<file path="src/rtl/aimd_pkg.sv">
// shared types and constants for the aimd congestion window
`default_nettype none
package aimd_pkg;

    typedef enum logic [1:0] {
        ACT_SEND = 2'd0,
        ACT_ACK  = 2'd1,
        ACT_TICK = 2'd2,
        ACT_NOP  = 2'd3
    } t_action;

    localparam logic [2:0] REG_TIMEOUT  = 3'd0;
    localparam logic [2:0] REG_HOLDOFF  = 3'd1;
    localparam logic [2:0] REG_MIN_WIN  = 3'd2;
    localparam logic [2:0] REG_START    = 3'd3;
    localparam logic [2:0] REG_STEP0    = 3'd4;
    localparam logic [2:0] REG_GROWTH   = 3'd5;
    localparam logic [2:0] REG_SCALE    = 3'd6;

    localparam int CFG_IDX_W  = 3;
    localparam int CFG_DATA_W = 24;
    localparam int DIV_W      = 64;

    typedef struct packed {
        logic [1:0]  action;
        logic [31:0] seq;
        logic [31:0] send_time;
        logic [31:0] now;
    } t_in_word;

    typedef struct packed {
        logic [15:0] window;
        logic        decreased;
        logic [8:0]  expired_count;
    } t_out_word;

    // handshake between the sequencer and the shared divider
    typedef struct packed {
        logic            start;
        logic [DIV_W-1:0] num;
        logic [31:0]     den;
    } t_div_req;

    typedef struct packed {
        logic             busy;
        logic             done;
        logic [DIV_W-1:0] quo;
    } t_div_rsp;

endpackage
`default_nettype wire

</file>
<file path="src/rtl/aimd_div.sv">
// radix-2 restoring divider, one quotient bit per cycle
`default_nettype none
module aimd_div (
    input  wire                     i_clk,
    input  wire                     i_rst_n,
    input  wire  aimd_pkg::t_div_req i_req,
    output aimd_pkg::t_div_rsp      o_rsp
);
    import aimd_pkg::*;

    localparam int CNT_W = $clog2(DIV_W + 1);

    logic [DIV_W-1:0] r_quo, n_quo;
    logic [32:0]      r_rem, n_rem;
    logic [31:0]      r_den;
    logic [CNT_W-1:0] r_cnt, n_cnt;
    logic             r_busy, r_done;
    logic [32:0]      trial;
    logic [33:0]      diff;

    always_comb begin
        trial = {r_rem[31:0], r_quo[DIV_W-1]};
        diff  = {1'b0, trial} - {2'b0, r_den};
        n_quo = {r_quo[DIV_W-2:0], 1'b0};
        n_rem = trial;
        if (!diff[33]) begin
            n_rem = diff[32:0];
            n_quo[0] = 1'b1;
        end
        n_cnt = r_cnt - CNT_W'(1);
    end

    always_ff @(posedge i_clk) begin
        if (!i_rst_n) begin
            r_busy <= 1'b0;
            r_done <= 1'b0;
            r_cnt  <= '0;
        end else begin
            r_done <= 1'b0;
            if (i_req.start) begin
                r_busy <= 1'b1;
                r_cnt  <= CNT_W'(DIV_W);
                r_quo  <= i_req.num;
                r_rem  <= '0;
                r_den  <= i_req.den;
            end else if (r_busy) begin
                r_quo <= n_quo;
                r_rem <= n_rem;
                r_cnt <= n_cnt;
                if (r_cnt == CNT_W'(1)) begin
                    r_busy <= 1'b0;
                    r_done <= 1'b1;
                end
            end
        end
    end

    assign o_rsp.busy = r_busy;
    assign o_rsp.done = r_done;
    assign o_rsp.quo  = r_quo;
endmodule
`default_nettype wire
</file>
<file path="config.mk">
export PLATFORM = sky130hd
export DESIGN_NAME = aimd_div
export DESIGN_NICKNAME = d
export VERILOG_FILES = /design/src/rtl/aimd_pkg.sv /design/src/rtl/aimd_div.sv
export SDC_FILE = /design/constraint.sdc
export NUM_CORES = 1
export LEC_CHECK = 0
export BUFFER_PORTS_ARGS = -buffer_cell sky130_fd_sc_hd__buf_2
export CAP_MARGIN = 0
export CORE_UTILIZATION = 55
export CTS_BUF_LIST = sky130_fd_sc_hd__clkbuf_8
export CTS_CLUSTER_DIAMETER = 30
export DETAILED_ROUTE_END_ITERATION = 10
export PLACE_DENSITY_LB_ADDON = 0.08
export SKIP_LAST_GASP = 1
export SLEW_MARGIN = 10
export SYNTH_ARGS = -nofsm -noshare
export SYNTH_HDL_FRONTEND = slang
export SYNTH_SLANG_ARGS = --single-unit
export TNS_END_PERCENT = 100
</file>
<file path="constraint.sdc">
create_clock -name i_clk -period 4.8 [get_ports i_clk]
set_input_delay 0.24 -clock i_clk [delete_from_list [all_inputs] [get_ports i_clk]]
set_output_delay 0.24 -clock i_clk [all_outputs]
set_load 0.005 [all_outputs]
</file>
==> impl_metrics.env, run 1 <==
export IMPL_status="completed"
export IMPL_h_tree_depth=4
export IMPL_netlist_area_sq_um=7430
export IMPL_synth_common_cells="edfxtp_1, mux2_2, nor2_1"
export IMPL_synth_ff_type="edfxtp_1"
export IMPL_path_class="reg -> reg"
export IMPL_drive_gt1_frac=0.351
export IMPL_cp_startpoint="r_rem[25]$_SDFFCE_PP0P_"
export IMPL_syn2layout_area_growth_pct=22.8
export IMPL_fin_crit_sh=0.725
export IMPL_maxCapViolations=0
export IMPL_ant_nets=0
export IMPL_maxSlewViolCount=0
export IMPL_vias=5382
export IMPL_cts_tree="yes"
export IMPL_start_util=0.564
export IMPL_numCtsBuffers=17
export IMPL_grt_pass1_vias=5468
export IMPL_synth_top_area_frac=0.517
export IMPL_hold_viol=0
export IMPL_syn_avg_cell_area_sq_um=12.3
export IMPL_synth_edf_count=128
export IMPL_portBuffers=164
export IMPL_finalSetupViolCount=0
export IMPL_die_area_sq_um=14000
export IMPL_relSlewSlack=0.314
export IMPL_crit_fanout=20
export IMPL_seq_area_frac_synth=0.541
export IMPL_synthDistinctLibCells=67
export IMPL_cts_setup_buffers=0
export IMPL_grt_overflow=0
export IMPL_startpoint_type="flop"
export IMPL_min_delay_start="i_rst_n"
export IMPL_rr_startpoint="r_rem[25]$_SDFFCE_PP0P_"
export IMPL_drcViolationCount=0
export IMPL_syn_instance_count=602
export IMPL_wl_per_cell_um=16.0
export IMPL_yosys_warnings=0
export IMPL_p_leak_nw=3.87
export IMPL_grt_first_pass_wirelength_um=26000
export IMPL_path_clk_slew_ns=0.08
export IMPL_ys_ff_latch=137
export IMPL_clock_latency_ns=0.45
export IMPL_r2r_cells=10
export IMPL_post_route_min_period_ns=3.48
export IMPL_cts_buffer_depth=2
export IMPL_grtUsageTotal=0.237
export IMPL_r2r_end="r_rem[13]$_SDFFCE_PP0P_"
export IMPL_rsz0062_at_grt="false"
export IMPL_rows=42
export IMPL_postSynth_asyncResetShare=0
export IMPL_antenna_found_initial=0
export IMPL_core_area_sq_um=13200
export IMPL_synth_nets=736
export IMPL_crit_required_ns=4.96
export IMPL_wl_um=15800
export IMPL_synth_most_common_cell="edfxtp_1"
export IMPL_synthTopCellsByArea="edfxtp_1, mux2_2, ha_1, dfxtp_1, nor2_1"
export IMPL_clock_sinks=137
export IMPL_cts_resized_gates=0
export IMPL_firstDrtPassIters=4
export IMPL_setup_tns_ns=0
export IMPL_nets=932
export IMPL_fill_cells=1003
export IMPL_final_util=0.692
export IMPL_worst_r2r_setup_slack_ns=1.32
export IMPL_gp_congestion=0.876
export IMPL_p_per_area_nw_per_um2=351
export IMPL_worstMarginPinSlew_ns=1.03
export IMPL_max_freq_ghz=0.287
export IMPL_die_w_um=118
export IMPL_finalPower_mw=3.20
export IMPL_die_y_um=118
export IMPL_hpwl_um=10900
export IMPL_grt_max_degree=82
export IMPL_vdd_drop_max_mv=0.213
export IMPL_hold_path_class="in -> reg"
export IMPL_whs_path_depth=2
export IMPL_antennaDiodeCount=0
export IMPL_drtIter0Drc=308
export IMPL_cts_root_buf="clkbuf_8"
export IMPL_vias_per_cell=5.45
export IMPL_cp_arrival_ns=3.64
export IMPL_finClkSkew_ns=0.0115
export IMPL_holdPathEnd="r_cnt[6]$_SDFFE_PN0N_"
export IMPL_cp_end_kind="flop"
export IMPL_synth_top_area_cell="edfxtp_1"
export IMPL_ios=165
export IMPL_cts_hold_buffers_added=32
[cell type report]
type / count / area (sq um) / share of cell area
Multi-Input combinational cell: 399 / 3140 / 0.344
Clock buffer: 17 / 234 / 0.0256
Inverter: 42 / 158 / 0.0173
Sequential cell: 137 / 4020 / 0.441
Tap cell: 176 / 220 / 0.0241
Timing Repair Buffer: 201 / 1180 / 0.129
Clock inverter: 15 / 175 / 0.0192
[state kept, by name, indices dropped and copies added, names as in the netlist]
register,flops
r_rem,32
r_cnt,7
r_done,1
r_den,32
r_busy,1
r_quo,64
[routing by layer]
layer  global-route usage  vias to the layer above  wire length [um]
met5                    0                        -                 0
met4               0.0954                        0               302
met3               0.0748                       27               911
met2                0.389                      153              7900
met1                0.292                     2564              6660
li1                     -                     2638                 -
[worst max path at each step]
stage / endpoint
final: r_rem[13]$_SDFFCE_PP0P_
after global routing: r_rem[11]$_SDFFCE_PP0P_
after CTS: r_rem[13]$_SDFFCE_PP0P_
after detailed placement: r_rem[17]$_SDFFCE_PP0P_
after global placement: r_rem[30]$_SDFFCE_PP0P_
after floorplan: r_busy$_SDFF_PN0_
[per-stage QoR]
step	area [sq um]	hold slack, ns	cells	setup slack (ns)
after floorplan	7430	0.339	602	1.36
after global placement	8400	0.417	923	1.46
after detailed placement	8400	0.418	923	1.38
after CTS	9130	0.0303	987	1.33
after global routing	9130	0.0318	987	1.13
final	9130	0.0606	987	1.32
[power by group]
| group | internal (mW) | total [mW] | switching [mW] |
|---|---|---|---|
| Sequential | 1.43 | 1.47 | 0.0462 |
| Clock | 0.515 | 0.986 | 0.471 |
| Combinational | 0.347 | 0.744 | 0.397 |
| Total | 2.29 | 3.20 | 0.914 |
[kinds of logic (layout without fill, tap and decap cells)]
kind of cell / Yosys count / count (layout) / share of synthesized area
simple gates: 138 / 138 / 0.0944
mux: 82 / 82 / 0.121
fa+ha+maj: 35 / 35 / 0.0599
xor+xnor: 26 / 26 / 0.0306
buf+inv: 66 / 275 / 0.0382
flops: 137 / 137 / 0.541
compound gates: 118 / 118 / 0.114
[worst max-delay path, cell delays in order, from the launching register on]
cell	delay [ns]
edfxtp_1	0.40
ha_1	0.38
a21o_1	0.23
a21o_1	0.22
a2111oi_2	0.40
nor3_1	0.17
a21oi_4	0.28
nand3_2	0.46
buf_4	0.41
mux2i_1	0.17
nor2_1	0.05
[layout by cell type, fill, tap and decap left out, drive strengths merged, types with 13 or more instances in the layout]
| cell | count |
|---|---|
| a211oi | 13 |
| o21ai | 16 |
| inv | 47 |
| nor2 | 47 |
| clkbuf | 17 |
| nand2b | 13 |
| mux2i | 17 |
| a21o | 20 |
| ha | 34 |
| edfxtp | 128 |
| a21oi | 32 |
| mux2 | 65 |
| xnor2 | 16 |
| nand2 | 22 |
| dlygate4sd3 | 32 |
| buf | 169 |
Note: power is estimated with default switching activity, not from simulation.
==> run 2: changes to the inputs <==
--- a/config.mk
+++ b/config.mk
@@ -7,7 +7,7 @@
 export LEC_CHECK = 0
 export BUFFER_PORTS_ARGS = -buffer_cell sky130_fd_sc_hd__buf_2
 export CAP_MARGIN = 0
-export CORE_UTILIZATION = 55
+export CORE_UTILIZATION = 51
 export CTS_BUF_LIST = sky130_fd_sc_hd__clkbuf_8
 export CTS_CLUSTER_DIAMETER = 30
 export DETAILED_ROUTE_END_ITERATION = 10
==> constraint.sdc (replaced) <==
create_clock -name i_clk -period 3 [get_ports i_clk]
set_input_delay 0.15 -clock i_clk [delete_from_list [all_inputs] [get_ports i_clk]]
set_output_delay 0.15 -clock i_clk [all_outputs]
set_load 0.005 [all_outputs]
==> impl_metrics.env, run 2 (synthesis results as in run 1) <==
export IMPL_status="finished with violations"
export IMPL_violations="setup timing"
export IMPL_grt_max_degree=63
export IMPL_worst_r2r_setup_slack_ns=-0.01
export IMPL_clkPwrFrac=0.296
export IMPL_drive_gt1_frac=0.366
export IMPL_startpoint_type="flop"
export IMPL_p_leak_nw=4.28
export IMPL_largest_reg_flops=64
export IMPL_gp_congestion=0.909
export IMPL_drcViolationCount=0
export IMPL_hold_path_class="in -> reg"
export IMPL_ios=165
export IMPL_place_ws_ns=-0.0804
export IMPL_maxSlewViolCount=0
export IMPL_drtIter0Drc=529
export IMPL_max_freq_ghz=0.332
export IMPL_final_cell_mix="buf_2, edfxtp_1, dlygate4sd3_1"
export IMPL_relSlewSlack=0.613
export IMPL_vias_per_cell=5.47
export IMPL_worst_path_buf_inv=4
export IMPL_die_y_um=123
export IMPL_ant_nets=0
export IMPL_antennaDiodeCount=0
export IMPL_p_per_area_nw_per_um2=531
export IMPL_finClkSkew_ns=0.0155
export IMPL_combinationalPowerShare=0.262
export IMPL_final_util=0.717
export IMPL_final_common_cell="buf_2"
export IMPL_fin_crit_sh=1.00
export IMPL_rsz0062_at_grt="true"
export IMPL_wl_um=18800
export IMPL_crit_path_cell_trace="inv_2 > ha_4 > inv_2 > fa_2 > a21o_1 > a311o_1 > and3_4 > a211oi_4 > buf_4 > buf_4 > nand2_1 > nand2_2 > xor2_2 > a211oi_2"
export IMPL_slowest_stage="edfxtp_1"
export IMPL_sequentialPowerShare=0.442
export IMPL_power_switching_mw=1.54
export IMPL_cts_root_buf="clkbuf_8"
export IMPL_vias=5879
export IMPL_top_regs="r_quo x64, r_den x32, r_rem x32"
export IMPL_antenna_found_initial=0
export IMPL_min_delay_start="i_req[94]"
export IMPL_grt_first_pass_wirelength_um=29400
export IMPL_post_route_min_period_ns=3.01
export IMPL_holdPathEnd="r_quo[62]$_DFFE_PP_"
export IMPL_rows=43
export IMPL_cp_arrival_ns=3.18
export IMPL_crit_required_ns=3.17
export IMPL_clock_latency_ns=0.45
export IMPL_firstDrtPassIters=5
export IMPL_die_w_um=123
export IMPL_h_tree_depth=4
export IMPL_hpwl_um=12300
export IMPL_syn2layout_area_growth_pct=35.4
export IMPL_path_clk_slew_ns=0.07
export IMPL_p_int_mw=3.81
export IMPL_grtUsageTotal=0.257
export IMPL_timing_final_ws_setup_ns=-0.0135
export IMPL_swShare=0.288
export IMPL_vdd_drop_max_mv=0.484
export IMPL_top_register="r_quo"
export IMPL_start_util=0.529
export IMPL_die_area_sq_um=15100
export IMPL_rr_startpoint="r_quo[63]$_DFFE_PP_"
export IMPL_finalSetupViolCount=3
export IMPL_r2r_end="r_rem[20]$_SDFFCE_PP0P_"
export IMPL_r2r_cells=14
export IMPL_maxCapViolations=0
export IMPL_clock_sinks=137
export IMPL_finalPower_mw=5.35
export IMPL_worstMarginPinSlew_ns=0.578
export IMPL_whs_path_depth=2
export IMPL_hold_viol=0
export IMPL_fill_cells=946
export IMPL_cts_buffer_depth=2
export IMPL_numCtsBuffers=17
export IMPL_path_class="reg -> reg"
export IMPL_grt_pass1_vias=6184
export IMPL_crit_family="compound AO/OA/AOI/OAI gates"
export IMPL_crit_fanout=4
export IMPL_core_area_sq_um=14000
export IMPL_cts_tree="yes"
export IMPL_grt_overflow=0
export IMPL_cp_end_kind="flop"
export IMPL_nets=1015
export IMPL_slowest_delay_ns=0.40
export IMPL_wl_per_cell_um=17.5
export IMPL_portBuffers=164
-- run 2: changes by cell type in the layout (fill, tap and decap cells not counted), moves of 2 or more --
cell	change
a31oi_1	-2
buf_4	+20
inv_4	+3
dlygate4sd3_1	+59
a21oi_2	+3
buf_12	+3
clkinv_1	-2
inv_6	-2
clkinvlp_4	-3
inv_2	+2
a21oi_1	-3
-- run 2: power groups by stage --
stage | clock network (mW) | registers [mW] | logic [mW]
finish | 1.58 | 2.36 | 1.40
global route | 1.70 | 2.38 | 1.53
CTS | 1.60 | 2.36 | 1.33
detailed placement | 0 | 2.40 | 1.23
global placement | 0 | 2.39 | 1.20
floorplan | 0 | 2.39 | 0.854
-- run 2: worst max-delay path by stage --
stage | start | endpoint | slack, ns | cells after the start
floorplan | r_quo[63]$_DFFE_PP_ | r_rem[26]$_SDFFCE_PP0P_ | 0.05 | 12
global placement | r_quo[63]$_DFFE_PP_ | r_rem[26]$_SDFFCE_PP0P_ | 0.04 | 12
detailed placement | r_quo[63]$_DFFE_PP_ | r_rem[26]$_SDFFCE_PP0P_ | -0.08 | 12
CTS | r_quo[63]$_DFFE_PP_ | r_rem[26]$_SDFFCE_PP0P_ | -0.04 | 12
global route | r_quo[63]$_DFFE_PP_ | r_rem[28]$_SDFFCE_PP0P_ | -0.11 | 13
finish | r_quo[63]$_DFFE_PP_ | r_rem[20]$_SDFFCE_PP0P_ | -0.01 | 14
-- run 2: timing repair --
action | CTS | global route
setup endpoints to repair | 6 | 16
endpoints found under the hold margin | 85 | 7
buffers inserted | 2 | 1
gates resized for setup | 3 | 21
hold buffers | 84 | 7
pin swaps | 4 | 14
-- run 2: area by class of cell --
class / count / area [sq um] / area share
Clock buffer: 18 / 248 / 0.0246
Timing Repair Buffer: 284 / 1990 / 0.198
Multi-Input combinational cell: 399 / 3260 / 0.324
Inverter: 42 / 158 / 0.0157
Sequential cell: 137 / 4020 / 0.400
Tap cell: 180 / 225 / 0.0224
Clock inverter: 14 / 156 / 0.0155
-- run 2: per-stage QoR --
stage	TNS, ns	instances	hold slack, ns	cell area (sq um)
2_1_floorplan	0	602	0.249	7440
3_3_place_gp	0	948	0.326	8600
3_5_place_dp	-0.157	948	0.328	8600
4_1_cts	-0.0607	1066	0.000738	9870
5_1_grt	-0.518	1074	0.000870	10100
6_report	-0.0194	1074	0.0300	10100
-- run 2: worst reg2reg max path: stages, from the launching register on --
cell and delay (ns):
edfxtp_1 0.40, inv_2 0.09, ha_4 0.13, inv_2 0.04, fa_2 0.37, a21o_1 0.21
a311o_1 0.33, and3_4 0.20, a211oi_4 0.31, buf_4 0.17, buf_4 0.10, nand2_1 0.06
nand2_2 0.10, xor2_2 0.16, a211oi_2 0.08
-- run 2: metal layers --
| metal | routed length (um) | GRT usage | part of all wire |
|---|---|---|---|
| met5 | 0 | 0 | 0 |
| met4 | 557 | 0.107 | 0.030 |
| met3 | 1170 | 0.0781 | 0.062 |
| met2 | 9370 | 0.439 | 0.50 |
| met1 | 7720 | 0.299 | 0.41 |
==> run 3: changes to the inputs <==
--- a/config.mk
+++ b/config.mk
@@ -7,7 +7,8 @@
 export LEC_CHECK = 0
 export BUFFER_PORTS_ARGS = -buffer_cell sky130_fd_sc_hd__buf_2
 export CAP_MARGIN = 0
-export CORE_UTILIZATION = 51
+export CORE_ASPECT_RATIO = 1.4
+export CORE_UTILIZATION = 50
 export CTS_BUF_LIST = sky130_fd_sc_hd__clkbuf_8
 export CTS_CLUSTER_DIAMETER = 30
 export DETAILED_ROUTE_END_ITERATION = 10
==> impl_metrics.env, run 3 (synthesis results as in run 1) <==
export IMPL_holdWs_ns=0.0348
export IMPL_grtUsageTotal=0.255
export IMPL_die_w_um=105
export IMPL_p_per_area_nw_per_um2=524
export IMPL_grt_overflow=0
export IMPL_dpl_instance_area_sq_um=8560
export IMPL_antenna_found_initial=0
export IMPL_start_util=0.512
export IMPL_fill_cells=1097
export IMPL_portBuffers=164
export IMPL_crit_required_ns=3.21
export IMPL_die_area_sq_um=15400
export IMPL_grt_max_degree=68
export IMPL_slowest_delay_ns=0.40
export IMPL_cp_startpoint="r_quo[63]$_DFFE_PP_"
export IMPL_top_layer="met4"
export IMPL_grt_pass1_vias=6328
export IMPL_min_delay_start="i_req[72]"
export IMPL_relSlewSlack=0.616
export IMPL_max_freq_ghz=0.341
export IMPL_hpwl_um=12200
export IMPL_ant_nets=0
export IMPL_status="completed"
export IMPL_wl_um=18700
export IMPL_clock_sinks=137
export IMPL_rr_startpoint="r_quo[63]$_DFFE_PP_"
export IMPL_crit_path_cell_trace="inv_1 > ha_1 > inv_1 > fa_2 > a21o_1 > a311o_1 > and3_4 > a211oi_4 > a21oi_1 > o2111ai_2 > nand2_1 > a211o_1"
export IMPL_cts_tree="yes"
export IMPL_top_register="r_quo"
export IMPL_worstMarginPinSlew_ns=0.562
export IMPL_stdcell_area_sq_um=9990
export IMPL_startpoint_type="flop"
export IMPL_numCtsBuffers=17
export IMPL_fin_crit_sh=0.976
export IMPL_nets=1019
export IMPL_path_class="reg -> reg"
export IMPL_h_tree_depth=4
export IMPL_ios=165
export IMPL_slowest_stage="edfxtp_1"
export IMPL_hold_viol=0
export IMPL_setup_tns_ns=0
export IMPL_drtIter0Drc=254
export IMPL_drcViolationCount=0
export IMPL_cts_root_buf="clkbuf_8"
export IMPL_core_area_sq_um=14500
export IMPL_die_y_um=146
export IMPL_antennaDiodeCount=0
export IMPL_wl_per_cell_um=17.2
export IMPL_final_util=0.688
export IMPL_final_common_cell="buf_2"
export IMPL_cp_arrival_ns=3.14
export IMPL_crit_path_frequent_cell="inv_1"
export IMPL_hold_path_class="in -> reg"
export IMPL_path_clk_slew_ns=0.09
export IMPL_p_leak_nw=4.24
export IMPL_drive_gt1_frac=0.350
export IMPL_met2WireLength_um=9880
export IMPL_rsz0062_at_grt="true"
export IMPL_vias_per_cell=5.42
export IMPL_wl_met1_um=7210
export IMPL_finalSetupViolCount=0
export IMPL_cp_end_kind="flop"
export IMPL_finClkSkew_ns=0.0132
export IMPL_grt_first_pass_wirelength_um=30400
export IMPL_largest_reg_flops=64
export IMPL_maxCapViolations=0
export IMPL_worst_path_buf_inv=2
export IMPL_crit_family="compound AO/OA/AOI/OAI gates"
export IMPL_met3_length_um=1160
export IMPL_cts_buffer_depth=2
export IMPL_vdd_drop_max_mv=0.358
export IMPL_final_cell_mix="buf_2, edfxtp_1, dlygate4sd3_1"
export IMPL_top_regs="r_quo x64, r_den x32, r_rem x32"
export IMPL_syn2layout_area_growth_pct=34.3
export IMPL_post_route_min_period_ns=2.93
export IMPL_gp_congestion=0.863
export IMPL_finalPower_mw=5.23
export IMPL_vias=5890
export IMPL_firstDrtPassIters=4
export IMPL_clock_latency_ns=0.47
export IMPL_rows=52
export IMPL_maxSlewViolCount=0
export IMPL_crit_fanout=3
[run 3: final cells by class]
cell class | instances | area [sq um] | area share
Tap cell | 189 | 236 | 0.0237
Sequential cell | 137 | 4020 | 0.403
Inverter | 42 | 158 | 0.0158
Clock buffer | 17 | 234 | 0.0234
Clock inverter | 15 | 140 | 0.0140
Timing Repair Buffer | 288 | 2030 | 0.203
Multi-Input combinational cell | 399 | 3170 | 0.317
[run 3: worst reg2reg max path: cells and delay by family (launching register included)]
family / cells / cell delay (ns)
AOI/OAI and AO/OA: 6 / 1.40
adders and majority gates: 2 / 0.49
buffers and inverters: 2 / 0.12
DFF: 1 / 0.40
and+or+nand+nor: 2 / 0.28
[run 3: timing repair]
action,in CTS,in global routing
resized for setup,1,7
pin swaps,4,5
setup endpoints to repair,3,30
hold endpoints to repair,96,0
hold buffers,95,0
setup buffers,5,3
[run 3: final timing paths]
path                                           endpoint  slack (ns)  cells after the start
worst max-delay path            r_rem[30]$_SDFFCE_PP0P_        0.07                     12
worst min register to register        r_done$_SDFF_PP0_        0.48                      1
worst max register to register  r_rem[30]$_SDFFCE_PP0P_        0.07                     12
worst min-delay path                r_quo[40]$_DFFE_PP_        0.03                      2
[run 3: per-stage QoR]
step | setup WS (ns) | instances
3_3_place_gp | 0.0111 | 952
4_1_cts | -0.00114 | 1084
2_1_floorplan | 0.0484 | 602
5_1_grt | -0.0727 | 1087
3_5_place_dp | -0.0377 | 952
6_report | 0.0711 | 1087
[run 3: power by group]
group	switching, mW	internal (mW)
Sequential	0.0787	2.28
Combinational	0.685	0.675
Clock	0.838	0.673
[run 3: per-layer routing]
layer	track usage	vias to the layer above
li1	-	2821
met4	0.108	0
met5	0	-
met2	0.464	203
met1	0.272	2831
met3	0.0746	35
